--- src/rtl/cau_pkg.sv ---
package cau_pkg;

    localparam int DW        = 16;              // operand part width
    localparam int FRAC_BITS = 8;               // fraction bits
    localparam int PW        = 2 * DW;          // product width
    localparam int MW        = PW + 1;          // sum magnitude width
    localparam int QW        = DW + 1;          // quotient bits, one per cell
    localparam int RW        = (MW + FRAC_BITS > PW + QW) ? MW + FRAC_BITS : PW + QW;
    localparam int CIW       = $clog2(QW);      // cell bit index width
    localparam int OPW       = 3;

    localparam int IN_FW     = OPW + 4 * DW;
    localparam int IN_TW     = ((IN_FW + 7) / 8) * 8;
    localparam int OUT_FW    = 2 * DW + 3;
    localparam int OUT_TW    = ((OUT_FW + 7) / 8) * 8;

    localparam logic [MW-1:0] SIGN_MAG = MW'(1) << (DW - 1);
    localparam logic [MW-1:0] POS_MAX  = SIGN_MAG - MW'(1);

    typedef enum logic [OPW-1:0] {
        OP_ADD = 3'd0,
        OP_SUB = 3'd1,
        OP_MUL = 3'd2,
        OP_DIV = 3'd3,
        OP_EQ  = 3'd4,
        OP_NE  = 3'd5
    } t_op;

    typedef struct packed {
        logic          sat;
        logic [DW-1:0] val;
    } t_sat;

    typedef struct packed {
        logic [DW-1:0] re;
        logic [DW-1:0] im;
        logic          cmp;
        logic          sat;
        logic          dz;
    } t_res;

    typedef struct packed {
        logic                 is_div;
        logic signed [PW-1:0] p_rr;   // a_re * b_re
        logic signed [PW-1:0] p_ii;   // a_im * b_im
        logic signed [PW-1:0] p_ir;   // a_im * b_re
        logic signed [PW-1:0] p_ri;   // a_re * b_im
        logic signed [PW-1:0] p_bb;   // b_re * b_re
        logic signed [PW-1:0] p_cc;   // b_im * b_im
        logic                 is_mul;
        t_res                 res;
    } t_prod;

    typedef struct packed {
        logic          neg;
        logic          ovf;
        logic [RW-1:0] rem;
        logic [QW-1:0] q;
    } t_lane;

    typedef struct packed {
        logic          is_div;
        logic [PW-1:0] d;
        t_lane         re;
        t_lane         im;
        t_res          res;
    } t_item;

    // Clip a sign/magnitude value to the signed DW range.
    function automatic t_sat sat_sm(input logic neg, input logic [MW-1:0] mag);
        t_sat r;
        r.sat = 1'b0;
        r.val = mag[DW-1:0];
        if (!neg) begin
            if (mag > POS_MAX) begin
                r.sat = 1'b1;
                r.val = {1'b0, {(DW-1){1'b1}}};
            end
        end else if (mag > SIGN_MAG) begin
            r.sat = 1'b1;
            r.val = {1'b1, {(DW-1){1'b0}}};
        end else begin
            r.val = -mag[DW-1:0];
        end
        return r;
    endfunction

endpackage

--- src/rtl/cau_sum.sv ---
module cau_sum (
    input  logic           i_clk,
    input  logic           i_rst_n,
    input  logic           i_valid,
    output logic           o_ready,
    input  cau_pkg::t_prod i_prod,
    output logic           o_valid,
    input  logic           i_ready,
    output cau_pkg::t_item o_item
);
    import cau_pkg::*;

    logic                 r_valid;
    t_item                r_item;
    t_item                n_item;
    logic signed [MW-1:0] s_re, s_im;
    logic [MW-1:0]        m_re, m_im;
    logic [PW-1:0]        d;
    logic [RW-1:0]        d_top;
    t_sat                 sr, si;

    always_comb begin
        if (i_prod.is_div) begin
            s_re = MW'(i_prod.p_rr) + MW'(i_prod.p_ii);
            s_im = MW'(i_prod.p_ir) - MW'(i_prod.p_ri);
        end else begin
            s_re = MW'(i_prod.p_rr) - MW'(i_prod.p_ii);
            s_im = MW'(i_prod.p_ir) + MW'(i_prod.p_ri);
        end
        m_re  = s_re[MW-1] ? -s_re : s_re;
        m_im  = s_im[MW-1] ? -s_im : s_im;
        d     = PW'(i_prod.p_bb) + PW'(i_prod.p_cc);
        d_top = RW'(d) << QW;
        sr    = sat_sm(s_re[MW-1], m_re >> FRAC_BITS);
        si    = sat_sm(s_im[MW-1], m_im >> FRAC_BITS);

        n_item        = '0;
        n_item.res    = i_prod.res;
        n_item.d      = d;
        n_item.re.neg = s_re[MW-1];
        n_item.im.neg = s_im[MW-1];
        n_item.re.rem = RW'(m_re) << FRAC_BITS;
        n_item.im.rem = RW'(m_im) << FRAC_BITS;
        n_item.re.ovf = (RW'(m_re) << FRAC_BITS) >= d_top;
        n_item.im.ovf = (RW'(m_im) << FRAC_BITS) >= d_top;
        if (i_prod.is_mul) begin
            n_item.res.re  = sr.val;
            n_item.res.im  = si.val;
            n_item.res.sat = sr.sat | si.sat;
        end
        if (i_prod.is_div) begin
            // zero divisor: report it and drop the quotient
            if (d == '0) begin
                n_item.res.dz = 1'b1;
            end else begin
                n_item.is_div = 1'b1;
            end
        end
    end

    assign o_ready = !r_valid || i_ready;
    assign o_valid = r_valid;
    assign o_item  = r_item;

    always_ff @(posedge i_clk) begin
        if (!i_rst_n) begin
            r_valid <= 1'b0;
        end else if (o_ready) begin
            r_valid <= i_valid;
        end
    end

    always_ff @(posedge i_clk) begin
        if (o_ready && i_valid) begin
            r_item <= n_item;
        end
    end

endmodule

--- config.mk ---
export PLATFORM = sky130hd
export DESIGN_NAME = cau_sum
export DESIGN_NICKNAME = d
export VERILOG_FILES = /design/src/rtl/cau_pkg.sv /design/src/rtl/cau_sum.sv
export SDC_FILE = /design/constraint.sdc
export NUM_CORES = 1
export LEC_CHECK = 0
export ABC_AREA = 0
export BUFFER_PORTS_ARGS = -buffer_cell sky130_fd_sc_hd__buf_4
export CAP_MARGIN = 20
export CORE_MARGIN = 2
export CORE_UTILIZATION = 30
export CTS_CLUSTER_SIZE = 30
export DETAILED_ROUTE_END_ITERATION = 7
export GPL_TIMING_DRIVEN = 0
export MAX_ROUTING_LAYER = met4
export PLACE_DENSITY = 0.49
export RECOVER_POWER = 50
export SLEW_MARGIN = 20
export SYNTH_ARGS = -nofsm -noshare
export SYNTH_HDL_FRONTEND = slang
export SYNTH_SLANG_ARGS = --single-unit
--- constraint.sdc ---
create_clock -name i_clk -period 20.7 [get_ports i_clk]
set_input_delay 3.105 -clock i_clk [delete_from_list [all_inputs] [get_ports i_clk]]
set_output_delay 3.105 -clock i_clk [all_outputs]
set_load 0.02 [all_outputs]
==> impl_metrics.yaml <==
sta:
  period_share_pct: 60.70
  whs_ps: 560.2
  hold_viol: 0
  max_freq_mhz: 79.58
  setup_tns_ps: 0
  rsz0062_at_grt: "no"
  setup_viol: 0
  finalWorstSetupSlack_ps: 8135
  fin_worst_skew_ps: 7.248
  tightest_slew_ps: 2969
  slew_violations: 86
  slew_headroom_pct: -97.94
  post-route-min-period_ps: 12570
yosys:
  synth_fa_ha_area_share_pct: 11.21
  synth_top_flop_cell: "edfxtp_1"
  avgSynthCellArea_um2: 8.253
  synth_top_family_by_area: "compound AO/OA/AOI/OAI gates"
  syn_area_um2: 17370
  synthCells: 2105
  synth_seq_cells: 139
  synthSimpleGateAreaFrac_pct: 21.46
  synth_area_leaders: "edfxtp_1 (24%), ha_1 (11%), xnor2_1 (7.2%), a21oi_1 (5.2%), xor2_1 (3.9%)"
  synth_edf_count: 138
  synthMuxAreaShare_pct: 0.5906
  yosysSeqAreaShare_pct: 23.97
  yosys_warnings: 0
  synth_cell_type_count: 109
  async_reset_ff_share_pct: 0
  synth_top_area_share_pct: 23.85
  synth-xor-area-share_pct: 11.28
  synth_compound_area_share_pct: 24.73
  yosys.area.top_type: "edfxtp_1"
pwr:
  ir_worst_vdd_v: 0.00006470
  powerDensity_nw_per_um2: 88.71
  leakagePower_nw: 8.611
routing:
  finalWirelength_um: 68150
  firstDrtPassIters: 5
  drc_errors: 0
  drt_iter0_drc: 1251
  wl_per_cell_um: 20.39
  via_per_inst: 5.327
  dr_total_vias: 17808
  antenna_left: 0
die:
  initial_utilization_pct: 30.23
  dieWidth_um: 244.6
  row_count: 88
  die_h_um: 244.6
  core_area_um2: 57480
  die_area_um2: 59850
  io_pins: 439
clocking:
  cts.sinks: 139
  clock_latency_ps: 450
  cts_tree: "done"
  cts-resized-gates: 0
  hold_buffers: 0
  cts_setup_buffers: 0
  htree_levels: 4
  cts_made_buffers: 17
  ctsLongestPathBuffers: 2
  clkSlewWorstSetupHoldPaths_ps: 60
  clock-root-buffer: "clkbuf_16"
global_route:
  antenna_found_initial: 2
  grt-ovfl-total: 0
  grt_max_degree: 56
  first_global_vias: 16945
  grt_first_pass_wirelength_um: 102300
  grt.total_usage_pct: 22.62
setup_path:
  worst-path-max-fanout: 11
  worst_setup_path_end_kind: "flop"
  required_ps: 20860
  startpoint_type: "input port"
  cp.arrival_ps: 12730
  rr_worst_depth: 4
  crit_type: "in2reg"
layout:
  drive_above_1_share_pct: 16.96
  layout_commonest_cell: "buf_4"
  nets: 2949
  area_growth_pct: 24.24
  fin_util_pct: 37.55
  final_cell_mix: "buf_4 (317), a21oi_1 (179), clkbuf_1 (174)"
hold_path:
  hold_path_depth: 2
  hp-class: "reg2reg"
placement:
  dp_slack_ps: 7667
  dp_hpwl_um: 57760
  io_buffers: 371
  gp_congestion: 0.9281
flow_run:
  cap_violations: 2
outcome:
  outcome: "complete, but fails checks"
  violations: "capacitance limit, slew limit"
where the power goes:
part | total, mW | switching (mW) | leakage [nW] | internal, mW
clock network | 0.334 | 0.132 | 0.296 | 0.203
registers | 0.412 | 0.0179 | 1.34 | 0.394
logic | 1.17 | 0.767 | 6.97 | 0.401
final cells by class:
class	count	area, um^2
fill	6116	35890
multi-input combinational	1796	12290
sequential	139	4164
timing repair buffer	374	2371
tap	765	957.2
buffer	144	829.5
clock buffer	19	432.9
inverter	91	341.6
clock inverter	13	191.4
antenna	2	5.005
Yosys cell counts, types with 15 or more instances:
| cell | n |
|---|---|
| and2_1 | 21 |
| buf_4 | 69 |
| a211oi_1 | 20 |
| nand4_1 | 38 |
| or4_1 | 15 |
| o21ai_0 | 109 |
| inv_1 | 90 |
| o211ai_1 | 26 |
| a31oi_1 | 28 |
| or3_1 | 29 |
| a2111oi_0 | 16 |
| nor4_1 | 34 |
| a21oi_1 | 179 |
| nor2_1 | 168 |
| a21o_1 | 34 |
| o21a_1 | 29 |
| clkbuf_1 | 51 |
| ha_1 | 150 |
| edfxtp_1 | 138 |
| and3_1 | 22 |
| nand2b_1 | 22 |
| nand2_1 | 148 |
| nor3_1 | 75 |
| xor2_1 | 78 |
| xnor2_1 | 142 |
| nand3_1 | 68 |
| buf_2 | 18 |
kinds of logic after synthesis:
kind of cell / after synthesis
muxes: 10
AOI/OAI and AO/OA: 626
adders and majority gates: 154
other: 1
buffers and inverters: 235
DFF: 139
and+or+nand+nor: 718
xor gates and xnor gates: 222
per-layer routing:
metal	share of wire [%]	up-vias	global-route usage, %
met4	1.6	0	4.914
met1	48	8419	31.38
met2	45	601	35.61
met5	0	-	-
li1	-	8737	-
met3	5.2	51	2.198
sequential cells by signal, indices dropped and copies added, names as in the netlist:
| register | count |
|---|---|
| o_item | 138 |
| o_valid | 1 |
worst max-delay path, stage by stage:
cell	delay, ps
clkbuf_1	370
clkbuf_1	530
clkbuf_1	880
mux2i_1	320
fa_1	500
a211oi_1	460
o211ai_1	250
and2_1	270
o311ai_1	780
a21oi_2	220
nor2_2	260
buf_2	280
buf_2	290
buf_2	320
clkbuf_1	510
nor2_1	130
xor2_1	460
ha_1	350
nand4_1	110
nor2_1	80
nand3_1	180
nor4_1	60
nor4bb_1	210
or4_1	460
maj3_1	370
a2111oi_1	790
nor4b_1	110
worst paths after layout:
check | startpoint | to | slack [ps]
max | i_prod[228] | o_item[101]$_DFFE_PP_ | 8130
min | o_valid$_SDFFE_PN0N_ | o_valid$_SDFFE_PN0N_ | 560
max reg2reg | o_valid$_SDFFE_PN0N_ | o_item[170]$_DFFE_PP_ | 15600
min reg2reg | o_valid$_SDFFE_PN0N_ | o_valid$_SDFFE_PN0N_ | 560
stage by stage:
stage	cells	instance area [um^2]	power [mW]
CTS	3341	22050	1.950
finish	3343	21580	1.915
global route	3342	21580	2.048
floorplan	2170	17620	1.198
global placement	3306	21360	1.597
detailed placement	3309	21430	1.611
Power figures use the tool's default switching activity.
