## src/rtl/cau_pkg.sv

```systemverilog
package cau_pkg;

    localparam int DW        = 16;              // operand part width
    localparam int FRAC_BITS = 8;               // fraction bits
    localparam int PW        = 2 * DW;          // product width
    localparam int MW        = PW + 1;          // sum magnitude width
    localparam int QW        = DW + 1;          // quotient bits, one per cell
    localparam int RW        = (MW + FRAC_BITS > PW + QW) ? MW + FRAC_BITS : PW + QW;
    localparam int CIW       = $clog2(QW);      // cell bit index width
    localparam int OPW       = 3;

    localparam int IN_FW     = OPW + 4 * DW;
    localparam int IN_TW     = ((IN_FW + 7) / 8) * 8;
    localparam int OUT_FW    = 2 * DW + 3;
    localparam int OUT_TW    = ((OUT_FW + 7) / 8) * 8;

    localparam logic [MW-1:0] SIGN_MAG = MW'(1) << (DW - 1);
    localparam logic [MW-1:0] POS_MAX  = SIGN_MAG - MW'(1);

    typedef enum logic [OPW-1:0] {
        OP_ADD = 3'd0,
        OP_SUB = 3'd1,
        OP_MUL = 3'd2,
        OP_DIV = 3'd3,
        OP_EQ  = 3'd4,
        OP_NE  = 3'd5
    } t_op;

    typedef struct packed {
        logic          sat;
        logic [DW-1:0] val;
    } t_sat;

    typedef struct packed {
        logic [DW-1:0] re;
        logic [DW-1:0] im;
        logic          cmp;
        logic          sat;
        logic          dz;
    } t_res;

    typedef struct packed {
        logic                 is_div;
        logic signed [PW-1:0] p_rr;   // a_re * b_re
        logic signed [PW-1:0] p_ii;   // a_im * b_im
        logic signed [PW-1:0] p_ir;   // a_im * b_re
        logic signed [PW-1:0] p_ri;   // a_re * b_im
        logic signed [PW-1:0] p_bb;   // b_re * b_re
        logic signed [PW-1:0] p_cc;   // b_im * b_im
        logic                 is_mul;
        t_res                 res;
    } t_prod;

    typedef struct packed {
        logic          neg;
        logic          ovf;
        logic [RW-1:0] rem;
        logic [QW-1:0] q;
    } t_lane;

    typedef struct packed {
        logic          is_div;
        logic [PW-1:0] d;
        t_lane         re;
        t_lane         im;
        t_res          res;
    } t_item;

    // Clip a sign/magnitude value to the signed DW range.
    function automatic t_sat sat_sm(input logic neg, input logic [MW-1:0] mag);
        t_sat r;
        r.sat = 1'b0;
        r.val = mag[DW-1:0];
        if (!neg) begin
            if (mag > POS_MAX) begin
                r.sat = 1'b1;
                r.val = {1'b0, {(DW-1){1'b1}}};
            end
        end else if (mag > SIGN_MAG) begin
            r.sat = 1'b1;
            r.val = {1'b1, {(DW-1){1'b0}}};
        end else begin
            r.val = -mag[DW-1:0];
        end
        return r;
    endfunction

endpackage

```

## src/rtl/cau_cell.sv

```systemverilog
module cau_cell (
    input  logic                    i_clk,
    input  logic                    i_rst_n,
    input  logic [cau_pkg::CIW-1:0] i_bit,
    input  logic                    i_valid,
    output logic                    o_ready,
    input  cau_pkg::t_item          i_item,
    output logic                    o_valid,
    input  logic                    i_ready,
    output cau_pkg::t_item          o_item
);
    import cau_pkg::*;

    logic          r_valid;
    t_item         r_item;
    t_item         n_item;
    logic [RW-1:0] dsh;
    logic          ge_re, ge_im;

    // One restoring step per lane: try the divisor shifted to this bit.
    always_comb begin
        dsh    = RW'(i_item.d) << i_bit;
        ge_re  = i_item.re.rem >= dsh;
        ge_im  = i_item.im.rem >= dsh;
        n_item = i_item;
        if (ge_re) begin
            n_item.re.rem = i_item.re.rem - dsh;
            n_item.re.q   = i_item.re.q | (QW'(1) << i_bit);
        end
        if (ge_im) begin
            n_item.im.rem = i_item.im.rem - dsh;
            n_item.im.q   = i_item.im.q | (QW'(1) << i_bit);
        end
    end

    assign o_ready = !r_valid || i_ready;
    assign o_valid = r_valid;
    assign o_item  = r_item;

    always_ff @(posedge i_clk) begin
        if (!i_rst_n) begin
            r_valid <= 1'b0;
        end else if (o_ready) begin
            r_valid <= i_valid;
        end
    end

    always_ff @(posedge i_clk) begin
        if (o_ready && i_valid) begin
            r_item <= n_item;
        end
    end

endmodule

```

## config.mk

```make
export PLATFORM = sky130hd
export DESIGN_NAME = cau_cell
export DESIGN_NICKNAME = d
export VERILOG_FILES = /design/src/rtl/cau_pkg.sv /design/src/rtl/cau_cell.sv
export SDC_FILE = /design/constraint.sdc
export NUM_CORES = 1
export LEC_CHECK = 0
export ABC_CLOCK_PERIOD_IN_PS = 9100
export BUFFER_PORTS_ARGS = -buffer_cell sky130_fd_sc_hd__buf_2
export CORE_AREA = 2 2 171 173
export DETAILED_ROUTE_END_ITERATION = 10
export DIE_AREA = 0 0 173 175
export GPL_TIMING_DRIVEN = 0
export PLACE_DENSITY_LB_ADDON = 0.15
export SYNTH_ARGS = -nofsm -noshare
export SYNTH_HDL_FRONTEND = slang
export SYNTH_SLANG_ARGS = --single-unit
```

## constraint.sdc

```tcl
create_clock -name i_clk -period 9.1 [get_ports i_clk]
set_input_delay 1.82 -clock i_clk [delete_from_list [all_inputs] [get_ports i_clk]]
set_output_delay 1.82 -clock i_clk [all_outputs]
set_load 0.01 [all_outputs]
```

==> metrics.md <==
| Metric | Value |
|---|---|
| Detailed-route via count | `14700` |
| Worst Clk Skew | `roughly 0.015 ns` |
| RSZ-0062 raised after global routing | `false` |
| HP Class | `reg -> reg` |
| CTS Root Cell | `clkbuf_16` |
| Max_cap viols | `0` |
| Post-CTS setup buffer count | `0` |
| Fmax | `between 0.1 and 0.15 GHz` |
| Routed WL | `52300 um` |
| YS warnings | `0` |
| Htree depth | `1` |
| Mapped Area | `approximately 15000 um^2` |
| Global-route met2 utilization | `between 50% and 60%` |
| Clock network power share | `~27%` |
| Psw | `between 1 and 1.5 mW` |
| Core area | `28400 um^2` |
| Die Width | `173 um` |
| Clk_lat worst skew | `0.53 ns` |
| WL/cell | `~21 um` |
| Yosys cell types | `78` |
| Multi-input gate area | `roughly 8600 um^2` |
| Pwr Total | `between 3 and 4 mW` |
| GP Congestion | `slightly below 1` |
| Number of synthesized flops with an enable pin | `between 200 and 250` |
| Worst endpoint required time | `around 9.3 ns` |
| Initial antenna violation count | `5` |
| First-pass GRT wire length | `slightly below 80000 um` |
| Vias in the first global route | `between 10000 and 15000` |
| Critical Path, Cell by Cell | `clkbuf_1 -> buf_1 -> buf_2 -> mux4_2 -> nand2_1 -> nand2_1 -> o21ai_0 -> nor2_1 -> a21oi_1 -> ha_1 -> a21oi_1 -> o21ai_0 -> a21oi_1 -> o211ai_1 -> a221o_1 -> o21a_1 -> nor2_2 -> clkbuf_1 -> o21ai_0` |
| Clk sinks | `just over 200` |
| Post-CTS sizing | `0` |
| Total clock buffers created by CTS | `22` |
| CTS tree | `done` |
| Clk slew on worst S/H paths | `0.06 ns` |
| Die Y | `about 180 um` |
| Initial Util | `a little over half` |
| Largest net degree at the start of global routing | `between 70 and 80` |
| Switching portion of total power | `between 30% and 40%` |
| Syn nets | `a little under 2000` |
| GRT Util Overall | `33.5%` |
| Tightest hold margin | `about 0.53 ns` |
| Met3 Usage GRT | `under 10%` |
| Slowest stage cell on the critical path | `clkbuf_1` |
| DR iter-0 viols | `1377` |
| CP max stage delay | `between 0.6 and 0.7 ns` |
| Crit path kind | `in -> reg` |
| Share of post-route cells with drive strength above 1 | `~26%` |
| Hpwl dp | `approximately 42000 um` |
| Max clock buf depth | `3` |
| Leakage power | `between 7 and 8 nW` |
| Sequential area share after synthesis | `approximately 40%` |
| Register area | `slightly above 6000 um^2` |
| CP Max Fanout | `10` |
| Critical Path Sink Type | `flop` |
| Final count of hold timing violations | `0` |
| Worst Setup Start Kind | `input port` |
| FFs w/ async S/R, synth | `0%` |
| Syn avg cell area | `~9.5 um^2` |
| Ys flop type | `edfxtp_1` |
| Internal | `roughly 2.3 mW` |
| FF+latch count, synth | `slightly above 200` |
| Vias per std cell | `roughly 6.0` |
| Gr ovfl total | `0` |
| Worst Hold Path Cells | `2` |
| Data arrival, critical path | `around 7.6 ns` |
| I/O Pins | `~420` |
| Final Setup Violations | `0` |
| Period utilization | `between 80% and 90%` |
| Worst Tran Pin Value | `between 1 and 1.5 ns` |
| Relative slew slack | `20.4%` |
| Fillers | `2400` |
| Comb power frac | `37.7%` |
| Util after Layout | `about two thirds` |
| Pwr dens | `between 150 and 200 nW/um^2` |
| Synthesized instance count | `roughly 1600` |
| Post-cts hold buffer count | `0` |
| First-pass iteration count of the detailed router | `5` |
| FP Rows | `between 60 and 70` |
| Max VDD drop | `between 0.00015 and 0.0002 V` |
| Busiest grt layer | `met2` |
| Period minus WS final | `roughly 7.4 ns` |
| Setup TNS Final | `0 ns` |
| Layout area overhead | `22.1%` |
| Placed cell count | `approximately 2400` |
| IO Port Bufs | `roughly 410` |
| # nets final | `approximately 2400` |
| Met1 Use GR | `a little over two fifths` |
| Fin cells | `2449` |
| Flop pwr share | `a little over a third` |
| R2R cell count | `3` |
| Outcome | `finished, final reports clean` |
| DRC violations left | `0` |
| Max Slew Vio Count | `0` |
| Final ANT Viol Nets | `0` |
| Die area | `30300 um^2` |
==> cells by family after synthesis <==
| kind of cell | after synthesis | synth area share, % |
|---|---|---|
| AO/OA/AOI/OAI | 526 | 22.3 |
| AND/OR/NAND/NOR | 502 | 14.6 |
| flip-flops | 205 | 40.4 |
| buffers and inverters | 119 | 3.32 |
| adder cells (fa/ha/maj) | 104 | 8.65 |
| XOR/XNOR | 85 | 4.89 |
| multiplexers | 65 | 5.84 |
==> critical path: cells and delay by family <==
kind	cells	cell delay, ns
AND/OR/NAND/NOR	4	0.82
AO/OA/AOI/OAI	9	2.25
adder cells (fa/ha/maj)	1	0.37
buffers and inverters	4	1.89
multiplexers	1	0.39
==> cell type report <==
| class | instances | share of cell area [%] |
|---|---|---|
| antenna | 4 | 0.0538 |
| multi-input combinational | 1282 | 46.1 |
| sequential | 205 | 33.1 |
| inverter | 36 | 0.727 |
| tap | 384 | 2.58 |
| clock inverter | 13 | 0.862 |
| timing repair buffer | 416 | 11.4 |
| buffer | 83 | 1.99 |
| clock buffer | 26 | 3.16 |
==> layout by cell type, fill, tap and decap left out, types with 21 or more instances in the layout <==
cell / instances
o21bai_1: 33
inv_1: 35
nor3_1: 26
clkbuf_16: 23
nand2_1: 176
a21o_1: 71
o21ai_0: 77
nor2_1: 174
buf_2: 431
edfxtp_1: 204
clkbuf_1: 59
ha_1: 102
xnor2_1: 51
nand3_1: 21
xor2_1: 34
a21oi_1: 192
mux2i_1: 33
nand4_1: 32
==> flip-flops by register name (all words and copies together) (netlist names) <==
register	flops
o_valid	1
o_item	204
==> Yosys cell counts, types with 5 or more instances <==
master / number / area, um^2
edfxtp_1: 204 / 6130
a21oi_1: 192 / 961
nand2_1: 176 / 661
nor2_1: 174 / 653
ha_1: 102 / 1280
o21ai_0: 77 / 385
a21o_1: 71 / 533
clkbuf_1: 56 / 210
xnor2_1: 51 / 447
inv_1: 35 / 131
xor2_1: 34 / 298
mux2i_1: 33 / 330
o21bai_1: 33 / 248
nand4_1: 32 / 200
nor3_1: 26 / 130
nand3_1: 21 / 105
buf_2: 17 / 85.1
mux4_2: 16 / 360
nor2b_1: 16 / 100
o21a_1: 15 / 113
a31oi_1: 14 / 87.6
and2_1: 14 / 87.6
o211ai_1: 14 / 105
a211oi_1: 12 / 90.1
mux2_2: 11 / 124
a21oi_2: 10 / 87.6
a31o_2: 9 / 78.8
nand2b_1: 9 / 56.3
a21boi_0: 8 / 60.1
and3_1: 8 / 50.1
or3_1: 8 / 50.1
o22a_1: 7 / 61.3
o31ai_1: 7 / 52.6
a221oi_1: 6 / 52.6
o21ai_1: 6 / 30.0
buf_1: 5 / 18.8
buf_6: 5 / 56.3
mux2_4: 5 / 75.1
nor4_1: 5 / 31.3
==> path summary, 6_finish.rpt <==
| check | startpoint | slack [ns] | to |
|---|---|---|---|
| worst max register to register | o_valid$_SDFFE_PN0N_ | 7.21 | o_item[169]$_DFFE_PP_ |
| worst min-delay path | o_valid$_SDFFE_PN0N_ | 0.53 | o_valid$_SDFFE_PN0N_ |
| worst max-delay path | i_bit[1] | 1.74 | o_item[100]$_DFFE_PP_ |
| worst min register to register | o_valid$_SDFFE_PN0N_ | 0.53 | o_valid$_SDFFE_PN0N_ |
==> routing by layer <==
metal,wire [um],share of wire (%)
met1,21100,40
met2,24200,46
met3,4540,8.7
met4,2420,4.6
met5,18,0.034
==> metrics by stage <==
step	worst slack, ns	instance area (um^2)
2_1_floorplan	1.83	15200
3_3_place_gp	0.144	17800
3_5_place_dp	1.35	17800
4_1_cts	1.89	18600
5_1_grt	1.46	18600
6_report	1.74	18600
==> power groups by stage <==
stage	combinational (mW)	clock (mW)	sequential, mW
floorplan	0.801	0	1.29
global placement	1.26	0	1.24
detailed placement	1.28	0	1.23
CTS	1.29	0.961	1.21
global route	1.43	0.995	1.22
finish	1.31	0.949	1.21
Note: power is estimated with default switching activity, not from simulation.
